**src/hdl/jsu_pkg.sv**
```systemverilog
// Package: types and character codes of the JSON string unescaper.
`default_nettype none

package jsu_pkg;

  localparam int unsigned JSU_MAX_OUT = 3;
  localparam int unsigned JSU_CNT_W   = 2;

  // Escape state: plain text, after a backslash, or waiting for hex byte 1..4.
  typedef enum logic [2:0] {
    MODE_PLAIN = 3'd0,
    MODE_ESC   = 3'd1,
    MODE_HEX1  = 3'd2,
    MODE_HEX2  = 3'd3,
    MODE_HEX3  = 3'd4,
    MODE_HEX4  = 3'd5
  } jsu_mode_t;

  typedef struct packed {
    jsu_mode_t   mode;
    logic [15:0] hex_value;
    logic        hex_ended;
    logic        quoted;
  } jsu_state_t;

  localparam jsu_state_t JSU_STATE_RST = '{
    mode:      MODE_PLAIN,
    hex_value: 16'h0000,
    hex_ended: 1'b0,
    quoted:    1'b0
  };

  // Result bytes of one input byte, lead byte in entry 0.
  typedef struct packed {
    logic [JSU_CNT_W-1:0]             cnt;
    logic [JSU_MAX_OUT-1:0][7:0]      bytes;
  } jsu_res_t;

  localparam logic [7:0] CH_QUOTE  = 8'h22;
  localparam logic [7:0] CH_BSLASH = 8'h5C;
  localparam logic [7:0] CH_U      = 8'h75;
  localparam logic [7:0] CH_B      = 8'h62;
  localparam logic [7:0] CH_F      = 8'h66;
  localparam logic [7:0] CH_N      = 8'h6E;
  localparam logic [7:0] CH_R      = 8'h72;
  localparam logic [7:0] CH_T      = 8'h74;

  localparam logic [15:0] UTF8_LIM1 = 16'h0080;
  localparam logic [15:0] UTF8_LIM2 = 16'h0800;
  localparam logic [7:0]  UTF8_CONT = 8'h80;
  localparam logic [7:0]  UTF8_LEAD2 = 8'hC0;
  localparam logic [7:0]  UTF8_LEAD3 = 8'hE0;

endpackage

`default_nettype wire

```
**src/hdl/jsu_decode.sv**
```systemverilog
// Decode of one raw byte against the escape state: next state and result bytes.
`default_nettype none

module jsu_decode (
  input  logic [7:0]         byte_i,
  input  logic               first_i,
  input  logic               last_i,
  input  jsu_pkg::jsu_state_t st_i,
  output jsu_pkg::jsu_state_t st_o,
  output jsu_pkg::jsu_res_t   res_o
);
  import jsu_pkg::*;

  typedef enum logic [1:0] {
    EMIT_NONE = 2'd0,
    EMIT_BYTE = 2'd1,
    EMIT_UTF8 = 2'd2
  } jsu_emit_t;

  jsu_state_t  eff;
  logic        open_quote;
  logic        drop_close;
  logic        dig_ok;
  logic [3:0]  dig_val;
  logic [15:0] hv_new;
  logic        he_new;
  logic [7:0]  esc_val;
  jsu_emit_t   emit;
  logic [7:0]  emit_byte;

  function automatic jsu_res_t utf8_enc(input logic [15:0] v);
    jsu_res_t r;
    r = '0;
    if (v < UTF8_LIM1) begin
      r.cnt      = JSU_CNT_W'(1);
      r.bytes[0] = v[7:0];
    end else if (v < UTF8_LIM2) begin
      r.cnt      = JSU_CNT_W'(2);
      r.bytes[0] = UTF8_LEAD2 | {3'b000, v[10:6]};
      r.bytes[1] = UTF8_CONT | {2'b00, v[5:0]};
    end else begin
      r.cnt      = JSU_CNT_W'(3);
      r.bytes[0] = UTF8_LEAD3 | {4'b0000, v[15:12]};
      r.bytes[1] = UTF8_CONT | {2'b00, v[11:6]};
      r.bytes[2] = UTF8_CONT | {2'b00, v[5:0]};
    end
    return r;
  endfunction

  // A span start abandons any pending escape.
  assign eff        = first_i ? JSU_STATE_RST : st_i;
  assign open_quote = first_i && (byte_i == CH_QUOTE);
  assign drop_close = last_i && eff.quoted && (eff.mode == MODE_PLAIN);

  always_comb begin
    dig_ok  = 1'b1;
    dig_val = 4'h0;
    if (byte_i >= 8'h30 && byte_i <= 8'h39) begin
      dig_val = byte_i[3:0];
    end else if ((byte_i >= 8'h41 && byte_i <= 8'h46) ||
                 (byte_i >= 8'h61 && byte_i <= 8'h66)) begin
      dig_val = byte_i[3:0] + 4'd9;
    end else begin
      dig_ok = 1'b0;
    end
  end

  assign hv_new = (!eff.hex_ended && dig_ok) ? {eff.hex_value[11:0], dig_val}
                                             : eff.hex_value;
  assign he_new = eff.hex_ended | ~dig_ok;

  always_comb begin
    case (byte_i)
      CH_B:    esc_val = 8'h08;
      CH_F:    esc_val = 8'h0C;
      CH_N:    esc_val = 8'h0A;
      CH_R:    esc_val = 8'h0D;
      CH_T:    esc_val = 8'h09;
      default: esc_val = byte_i;
    endcase
  end

  // Next state.
  always_comb begin
    st_o = eff;
    if (open_quote) begin
      st_o        = JSU_STATE_RST;
      st_o.quoted = ~last_i;
    end else begin
      if (!drop_close) begin
        case (eff.mode)
          MODE_ESC: begin
            if (byte_i == CH_U) begin
              st_o.mode      = MODE_HEX1;
              st_o.hex_value = 16'h0000;
              st_o.hex_ended = 1'b0;
            end else begin
              st_o.mode = MODE_PLAIN;
            end
          end
          MODE_HEX1: begin
            st_o.mode      = MODE_HEX2;
            st_o.hex_value = hv_new;
            st_o.hex_ended = he_new;
          end
          MODE_HEX2: begin
            st_o.mode      = MODE_HEX3;
            st_o.hex_value = hv_new;
            st_o.hex_ended = he_new;
          end
          MODE_HEX3: begin
            st_o.mode      = MODE_HEX4;
            st_o.hex_value = hv_new;
            st_o.hex_ended = he_new;
          end
          MODE_HEX4: begin
            st_o.mode      = MODE_PLAIN;
            st_o.hex_value = hv_new;
            st_o.hex_ended = he_new;
          end
          default: begin
            st_o.mode = (byte_i == CH_BSLASH) ? MODE_ESC : MODE_PLAIN;
          end
        endcase
      end
      if (last_i) begin
        st_o = JSU_STATE_RST;
      end
    end
  end

  // Result selection; a cut-short unicode escape flushes on the span's last byte.
  always_comb begin
    emit      = EMIT_NONE;
    emit_byte = byte_i;
    if (!open_quote && !drop_close) begin
      case (eff.mode)
        MODE_ESC: begin
          if (byte_i != CH_U) begin
            emit      = EMIT_BYTE;
            emit_byte = esc_val;
          end else if (last_i) begin
            emit = EMIT_UTF8;
          end
        end
        MODE_HEX1, MODE_HEX2, MODE_HEX3: begin
          if (last_i) begin
            emit = EMIT_UTF8;
          end
        end
        MODE_HEX4: emit = EMIT_UTF8;
        default: begin
          if (byte_i != CH_BSLASH) begin
            emit = EMIT_BYTE;
          end
        end
      endcase
    end
  end

  always_comb begin
    res_o = '0;
    case (emit)
      EMIT_BYTE: begin
        res_o.cnt      = JSU_CNT_W'(1);
        res_o.bytes[0] = emit_byte;
      end
      EMIT_UTF8: begin
        // After a bare backslash-u the collected value is zero.
        res_o = utf8_enc((eff.mode == MODE_ESC) ? 16'h0000 : hv_new);
      end
      default: res_o = '0;
    endcase
  end

endmodule

`default_nettype wire

```
**src/hdl/jsu_obuf.sv**
```systemverilog
// Result buffer: holds up to three bytes of one input byte and drains one per cycle while out_tready is high.
`default_nettype none

module jsu_obuf (
  input  logic              clk,
  input  logic              rst_n,
  input  logic              load,
  input  jsu_pkg::jsu_res_t res,
  output logic              free,
  output logic              out_tvalid,
  input  logic              out_tready,
  output logic [7:0]        out_tdata,
  output logic              out_tlast
);
  import jsu_pkg::*;

  logic [JSU_CNT_W-1:0]        rem_r, rem_nxt;
  logic [JSU_MAX_OUT-1:0][7:0] bytes_r, bytes_nxt;
  logic                        fire;

  assign fire       = out_tvalid && out_tready;
  assign out_tvalid = (rem_r != '0);
  assign out_tdata  = bytes_r[0];
  assign out_tlast  = (rem_r == JSU_CNT_W'(1));
  assign free       = (rem_r == '0) || (out_tlast && out_tready);

  always_comb begin
    rem_nxt   = rem_r;
    bytes_nxt = bytes_r;
    if (load) begin
      rem_nxt   = res.cnt;
      bytes_nxt = res.bytes;
    end else if (fire) begin
      rem_nxt = rem_r - JSU_CNT_W'(1);
      for (int i = 0; i < JSU_MAX_OUT - 1; i++) begin
        bytes_nxt[i] = bytes_r[i+1];
      end
    end
  end

  always_ff @(posedge clk) begin
    if (!rst_n) begin
      rem_r <= '0;
    end else begin
      rem_r <= rem_nxt;
    end
  end

  always_ff @(posedge clk) begin
    bytes_r <= bytes_nxt;
  end

endmodule

`default_nettype wire

```
**src/hdl/json_string_unescape_utf8.sv**
```systemverilog
// Top level of the JSON string unescaper with UTF-8 output of unicode escapes.
//
//  channel | dir | payload                                  | handshake
//  in_     | in  | tdata[7:0] in_byte, tuser[0] span_first,  | in_tvalid / in_tready
//          |     | tlast span_last                          |
//  out_    | out | tdata[7:0] out_byte, tlast run_end       | out_tvalid / out_tready
//
// One raw byte is accepted per cycle while in_tready is high. It is held in the
// input register, then is decoded in a single pass into zero to three result
// bytes that load the result buffer, from which the first result reaches the port.
// The output port moves one byte per cycle while out_tready is high, so a unicode
// escape that expands to two or three bytes holds the input side while they drain.
// Reset (rst_n low, synchronous) clears the escape state and both valid stages.
// A stall on out_tready holds the buffer, then the input register, then in_tready.
`default_nettype none

module json_string_unescape_utf8 (
  input  logic       clk,
  input  logic       rst_n,
  input  logic       in_tvalid,
  output logic       in_tready,
  input  logic [7:0] in_tdata,   // [7:0] in_byte
  input  logic [0:0] in_tuser,   // [0] span_first
  input  logic       in_tlast,   // span_last
  output logic       out_tvalid,
  input  logic       out_tready,
  output logic [7:0] out_tdata,  // [7:0] out_byte
  output logic       out_tlast   // run_end
);
  import jsu_pkg::*;

  // Input register.
  logic       in_v_r, in_v_nxt;
  logic [7:0] byte_r;
  logic       first_r;
  logic       last_r;
  logic       in_fire;

  // Escape state carried from byte to byte.
  jsu_state_t st_r, st_nxt;
  jsu_state_t st_dec;
  jsu_res_t   res_dec;

  logic buf_free;
  logic proc;

  // Advance the decoded byte whenever the result buffer is empty or empties this cycle.
  assign proc      = in_v_r && buf_free;
  assign in_tready = !in_v_r || proc;
  assign in_fire   = in_tvalid && in_tready;

  assign in_v_nxt = in_fire ? 1'b1 : (proc ? 1'b0 : in_v_r);
  assign st_nxt   = proc ? st_dec : st_r;

  always_ff @(posedge clk) begin
    if (!rst_n) begin
      in_v_r <= 1'b0;
      st_r   <= JSU_STATE_RST;
    end else begin
      in_v_r <= in_v_nxt;
      st_r   <= st_nxt;
    end
  end

  // Payload of the input register: load on each accepted transaction.
  always_ff @(posedge clk) begin
    if (in_fire) begin
      byte_r  <= in_tdata;
      first_r <= in_tuser[0];
      last_r  <= in_tlast;
    end
  end

  jsu_decode u_decode (
    .byte_i  (byte_r),
    .first_i (first_r),
    .last_i  (last_r),
    .st_i    (st_r),
    .st_o    (st_dec),
    .res_o   (res_dec)
  );

  // An item with no result loads an empty buffer and simply drops out.
  jsu_obuf u_obuf (
    .clk        (clk),
    .rst_n      (rst_n),
    .load       (proc),
    .res        (res_dec),
    .free       (buf_free),
    .out_tvalid (out_tvalid),
    .out_tready (out_tready),
    .out_tdata  (out_tdata),
    .out_tlast  (out_tlast)
  );

endmodule

`default_nettype wire

```
**config.mk**
```make
export PLATFORM = sky130hd
export DESIGN_NAME = json_string_unescape_utf8
export DESIGN_NICKNAME = d
export VERILOG_FILES = /design/src/hdl/jsu_pkg.sv /design/src/hdl/jsu_decode.sv /design/src/hdl/jsu_obuf.sv /design/src/hdl/json_string_unescape_utf8.sv
export SDC_FILE = /design/constraint.sdc
export NUM_CORES = 1
export LEC_CHECK = 0
export ABC_AREA = 1
export BUFFER_PORTS_ARGS = -buffer_cell sky130_fd_sc_hd__buf_4
export CAP_MARGIN = 5
export CELL_PAD_IN_SITES_DETAIL_PLACEMENT = 2
export CELL_PAD_IN_SITES_GLOBAL_PLACEMENT = 2
export CORE_MARGIN = 8
export CORE_UTILIZATION = 36
export CTS_BUF_LIST = sky130_fd_sc_hd__clkbuf_2
export CTS_CLUSTER_DIAMETER = 100
export DETAILED_ROUTE_END_ITERATION = 7
export PLACE_DENSITY = 0.82
export SLEW_MARGIN = 20
export SYNTH_ARGS = -nofsm -noshare
export SYNTH_HDL_FRONTEND = slang
export SYNTH_SLANG_ARGS = --single-unit
```
**constraint.sdc**
```tcl
create_clock -name clk -period 3.6 [get_ports clk]
set_input_delay 0.72 -clock clk [delete_from_list [all_inputs] [get_ports clk]]
set_output_delay 0.72 -clock clk [all_outputs]
set_load 0.02 [all_outputs]
```
Word-level counts from Yosys, hierarchy flattened
Cells that the tools add are included.

Bits in registers: 58. Bits in latches: 0. Memory bits (writable): 0. Memory bits (read-only): 0. Input port bits: 14. Memories kept: 0.

Add/sub/neg operators: 2. $mul: 0. Divide/modulo/power cells: 0. Order comparisons: 8. Equality and inequality tests: 18. Shift-type cells: 0. Multiplexer cells: 39. Bitwise gates (word level): 4. Reductions and logical operators: 28.

Operators by type and width (number): $mux W16 (4); $mux W21 (3); $eq A8 B7 Y1 const B (7); $mux W8 (7); $pmux W8 S5 (1); $pmux W17 S2 (1); $mux W20 (1); $mux W17 (1); $ge A8 B7 Y1 const B (2); $le A8 B7 Y1 const B (2); $lt A16 B12 Y1 const B (1); $lt A16 B8 Y1 const B (1); $ne A8 B7 Y1 const B (2); $pmux W8 S2 (1); $pmux W3 S5 (1); $mux W14 (1); $mux W2 (7); $logic_and A1 B1 Y1 (12); $eq A8 B6 Y1 const B (1); $ge A8 B6 Y1 const B (1); $le A8 B6 Y1 const B (1); $mux W4 (2); $mux W1 (7); $eq A3 B2 Y1 const B (2); 18 further kinds (30).

Longest topological paths before layout
Depth after elaboration: 13. Mapped depth: 22.

Cells and area by module
Synthesis repeated with hierarchy kept, for this count alone.

Cell total of the unflattened synthesis: 606. Area, all modules: 4171.5 sq um.

By module, submodules not included: jsu_decode (times used 1, cells each 346, area each 1783.0 sq um, seq. area each 0.0 sq um); json_string_unescape_utf8 (times used 1, cells each 150, area each 1213.7 sq um, seq. area each 740.7 sq um); jsu_obuf (times used 1, cells each 110, area each 1174.9 sq um, seq. area each 760.7 sq um).

Least setup slack after synthesis
Ideal clock, no wire load.

Path type: register to register. From: reg byte_r[1]. To: reg u_obuf.bytes_r (netlist bit u_obuf.out_tdata[1]), data pin. Data arrival time: 2.308 ns. Data required time: 3.348 ns. Setup slack: 1.039 ns. Cell stages (with the launch flop): 17. Period minus slack after synthesis: 2.561 ns. Cell sequence: edfxtp_1 > inv_1 > ha_1 > inv_1 > nor3_1 > inv_1 > nor2_1 > inv_1 > o21ai_0 > inv_1 > ha_1 > inv_1 > a21oi_1 > o21ai_0 > nand2_1 > nand2_1 > nand2_1.

RTL lines: start, declared (line json_string_unescape_utf8.sv:34) `logic [7:0] byte_r;`; start signal, assigned (line json_string_unescape_utf8.sv:68) `byte_r <= in_tdata;`; end signal, assigned (line jsu_obuf.sv:50) `bytes_r <= bytes_nxt;`; end, declared (line jsu_obuf.sv:18) `logic [JSU_MAX_OUT-1:0][7:0] bytes_r, bytes_nxt;`.

==> impl_summary.md <==
Run status
The run finished with clean final reports.

Clock tree
The number of H-tree levels is 2. The number of setup buffers added after CTS is 0. The later pin in the worst-skew pair is clocked with a latency of 490 ps. The maximum buffer depth of the clock tree is 2. The TritonCTS clock tree is built. The tree is rooted in a sky130_fd_sc_hd__clkbuf_2. The total clock buffers created by CTS is 5.

Clock tree synthesis found a total of 56 sinks. After clock tree synthesis, the clock-pin slew on the worst setup and hold paths is between 300 and 400 ps.

Power and ir drop
Total power for the finished layout comes to 0.00202 W. Across the VDD grid, the largest voltage drop is roughly 0.00017 V. The analysis attributes to cell leakage a power of roughly 1.7 nW. The power per cell area is approximately 490 mW/mm^2.

Placed design
At the end of routability-driven placement, the weighted congestion stood at approximately 0.88. Summed over all nets, the half-perimeter wirelength after detailed placement is approximately 11000 microns. During placement, the flow inserted port buffers numbering 24.

GRT
Global routing used between 10% and 20% of the available tracks across all layers. The maximum number of pins on one net before global-route repair is 23. The initial antenna violation count is 0. The via count of the first global-routing pass is ~4.0k. The first global-routing pass estimated 21900 microns of wire. For this run the aggregate overflow at the end of global routing stands at 0.

Layout
From synthesis to final layout, the design area changed by 9.44%. Leaving out fill and tap cells, the most frequent cell in the layout is sky130_fd_sc_hd__nand2_1. Of the cells placed in the final design, the portion with a size suffix greater than 1 is between 10% and 20%. The filler cell count in the final layout is between 1k and 1.5k. The number of antenna diodes in the final layout is 0. The top cell types in the final layout, fill and taps aside, are 167 x sky130_fd_sc_hd__nand2_1, 45 x sky130_fd_sc_hd__a21oi_1, 42 x sky130_fd_sc_hd__inv_1.

The net total in the final layout is approximately 570.

Route
The number of detailed-routing iterations run before antenna repair is 4. In the routed design, unresolved DRC markers number 0. The starting DRC count in detailed routing is roughly 150. Summing over every cut layer, the via total after detailed routing is between 3k and 4k.

The final layout contains routed wiring with a total length of ~13000 microns. Dividing the detail-routed via count by the number of cells gives between 5 and 6. The number of nets with antenna violations after detailed routing is 0. The routed wire length per instance is just under 20 microns.

STA
Setup repair after global routing left no endpoint under its margin. After layout, the minimum clock period comes to 3260 ps. Of the available clock period, the critical path in the final layout requires slightly above 90%.

Setup violations remaining at the end of the flow were counted as 0. At the pin with the least slew margin, the transition time is around 730 ps. The highest clock frequency the design can meet is around 0.31 GHz. The worst pin sits at a relative slew slack of about half. The max-slew violation count is 0.

The final number of hold-violating endpoints came to 0. Final hold analysis gives a worst-case slack of approximately 370 ps. The final clock skew is 15.4 ps.

Setup total negative slack on the finished layout was measured at 0 ps.

Logic synthesis
The count of cell types in the netlist is 39. The number of standard cells after synthesis is between 500 and 600. For this run, the number of Yosys warnings is 0. The top-area cell type share of the netlist area is ~26%. The mapped netlist covers approximately 0.0037 sq mm. The number of enable flip-flop cells after synthesis is 32. By area the synthesized netlist is led by sky130_fd_sc_hd__edfxtp_1 26%, sky130_fd_sc_hd__nand2_1 17%, sky130_fd_sc_hd__dfxtp_1 13%.

When the netlist entered floorplanning its net count stood at 547. The leading area contributor after synthesis is sky130_fd_sc_hd__edfxtp_1. The number of synthesized register bits is between 50 and 60. The proportion of synthesized flip-flops having asynchronous set or reset is 0%. Summing the sequential cell areas from Yosys gives slightly below 40% of the chip area. The flip-flop cell with the highest count after synthesis is sky130_fd_sc_hd__edfxtp_1. The per-instance average area after synthesis is about 7 sq um.

Floorplan
During I/O placement, the number of pins put on the boundary was 25. The area inside the core boundary is slightly above 0.01 sq mm. After floorplanning, the core was divided into 37 placement rows. The width of the die is approximately 120 microns. The die footprint is between 0.01 and 0.015 sq mm. The initial cell density of the core is between 30% and 40%. The height of the chip is between 100 and 150 microns.

Run
The max-capacitance violation count is 0.

Worst setup path
The depth of the most critical reg-to-reg path is 15. For this design, the slowest cell found on the critical path is sky130_fd_sc_hd__edfxtp_1. Counting stages on the worst path, the most repeated cell is sky130_fd_sc_hd__nand2_1. For the worst setup path, the data required time is ~4000 ps. The critical path startpoint category is a flop. The kind of cell with the highest combined delay on the critical path is simple AND/OR/NAND/NOR gates. For this run, the slowest stage of the critical path takes between 500 and 600 ps. The type of element capturing the critical path is a flop. The maximum fanout count along the critical path is 9. The critical path is of the reg2reg type. The data arrival time of the critical path is about 3700 ps. Traced cell by cell, the critical path runs through nor2_1, nand2_1, nor2_2, nor2_1, clkinv_1, a21oi_1, a21oi_1, inv_1, ha_1, inv_1, a21oi_1, o21ai_0, nand2_1, nand2_1, nand2_1. The number of buffers and inverters on the critical path is 3. In this run the number of cells on the critical path is 15.

Hold path
The type of the most critical hold path is in2reg. The number of cells traversed by the worst hold path is 1.
==> metal layers <==
layer	up-vias	GRT usage, %	routed length [microns]
met4	0	3.44	124
met3	13	2.40	344
met2	44	32.6	6360
li1	1777	-	-
met1	1804	25.8	6350
met5	-	0	0
==> worst register-to-register path: cells and delay by family (launching register included) <==
kind                       cells  cell delay, ps
AOI/OAI and AO/OA              4             740
adders and majority gates      1             290
buffers and inverters          3             670
DFF                            1             520
and+or+nand+nor                7             960
==> worst paths after layout <==
kind	start	to	slack [ps]
hold reg to reg	st_r[15]	st_r[15]	480
hold / removal	in_tdata[7]	byte_r[7]	370
setup reg to reg	first_r	u_obuf.out_tdata[1]	340
setup / recovery	first_r	u_obuf.out_tdata[1]	340
==> metrics by stage <==
step / cell area, sq um / util, % / setup WS [ps] / instances
3_3_place_gp: 4020 / 39.4 / 150 / 672
4_1_cts: 4070 / 39.9 / 6.65 / 680
5_1_grt: 4080 / 40.0 / 21.0 / 680
2_1_floorplan: 3720 / - / 1040 / 525
3_5_place_dp: 4020 / 39.4 / 58.0 / 672
6_report: 4080 / 40.0 / 341 / 680
==> power breakdown <==
| group | internal [W] | switching, W |
|---|---|---|
| Clock | 0.0000546 | 0.000233 |
| Sequential | 0.000828 | 0.0000543 |
| Combinational | 0.000258 | 0.000586 |
| Total | 0.00114 | 0.000874 |
==> cells by family (layout without fill, tap and decap cells) <==
| family | after synthesis | after routing | share of synthesized area [%] |
|---|---|---|---|
| AO/OA/AOI/OAI | 100 | 100 | 14.7 |
| XOR/XNOR | 2 | 2 | 0.471 |
| buffers and inverters | 74 | 93 | 8.70 |
| adder cells (fa/ha/maj) | 8 | 8 | 2.69 |
| flip-flops | 56 | 56 | 38.7 |
| AND/OR/NAND/NOR | 285 | 285 | 34.8 |
==> registers in the layout (all words and copies together), names as in the netlist <==
register / flops
in_v_r: 1
byte_r: 8
st_r: 21
u_obuf.bytes_r: 14
u_obuf.out_tdata: 8
u_obuf.rem_r: 2
last_r: 1
first_r: 1
==> Yosys cell counts (2+ instances only) <==
cell type                   number
sky130_fd_sc_hd__nor3_1          9
sky130_fd_sc_hd__nand2_1       167
sky130_fd_sc_hd__nor4_1          4
sky130_fd_sc_hd__nand3_1        38
sky130_fd_sc_hd__inv_1          42
sky130_fd_sc_hd__nor2_2          2
sky130_fd_sc_hd__clkbuf_1       11
sky130_fd_sc_hd__o21ai_1         9
sky130_fd_sc_hd__inv_2           8
sky130_fd_sc_hd__o2111ai_1       2
sky130_fd_sc_hd__o21a_1          2
sky130_fd_sc_hd__o22ai_1         2
sky130_fd_sc_hd__o21ai_0        28
sky130_fd_sc_hd__ha_1            8
sky130_fd_sc_hd__a21oi_1        45
sky130_fd_sc_hd__nand3_2        10
sky130_fd_sc_hd__nor2_1         35
sky130_fd_sc_hd__buf_4          10
sky130_fd_sc_hd__nand2_2        10
sky130_fd_sc_hd__xor2_1          2
sky130_fd_sc_hd__dfxtp_1        24
sky130_fd_sc_hd__o211ai_1        5
sky130_fd_sc_hd__o31ai_1         4
sky130_fd_sc_hd__nand4_1         2
sky130_fd_sc_hd__edfxtp_1       32
==> cell type report <==
type	count	area (sq um)	share of cell area (%)
timing repair buffer	34	255	6.26
multi-input combinational	395	1970	48.2
sequential	56	1440	35.4
inverter	51	191	4.70
clock buffer	5	25.0	0.614
clock inverter	3	26.3	0.645
tap	136	170	4.18
==> what timing repair did <==
action,in CTS,in global routing
gates resized for setup,0,4
setup endpoints to repair,0,20
hold buffers,0,0
Power figures use the tool's default switching activity.
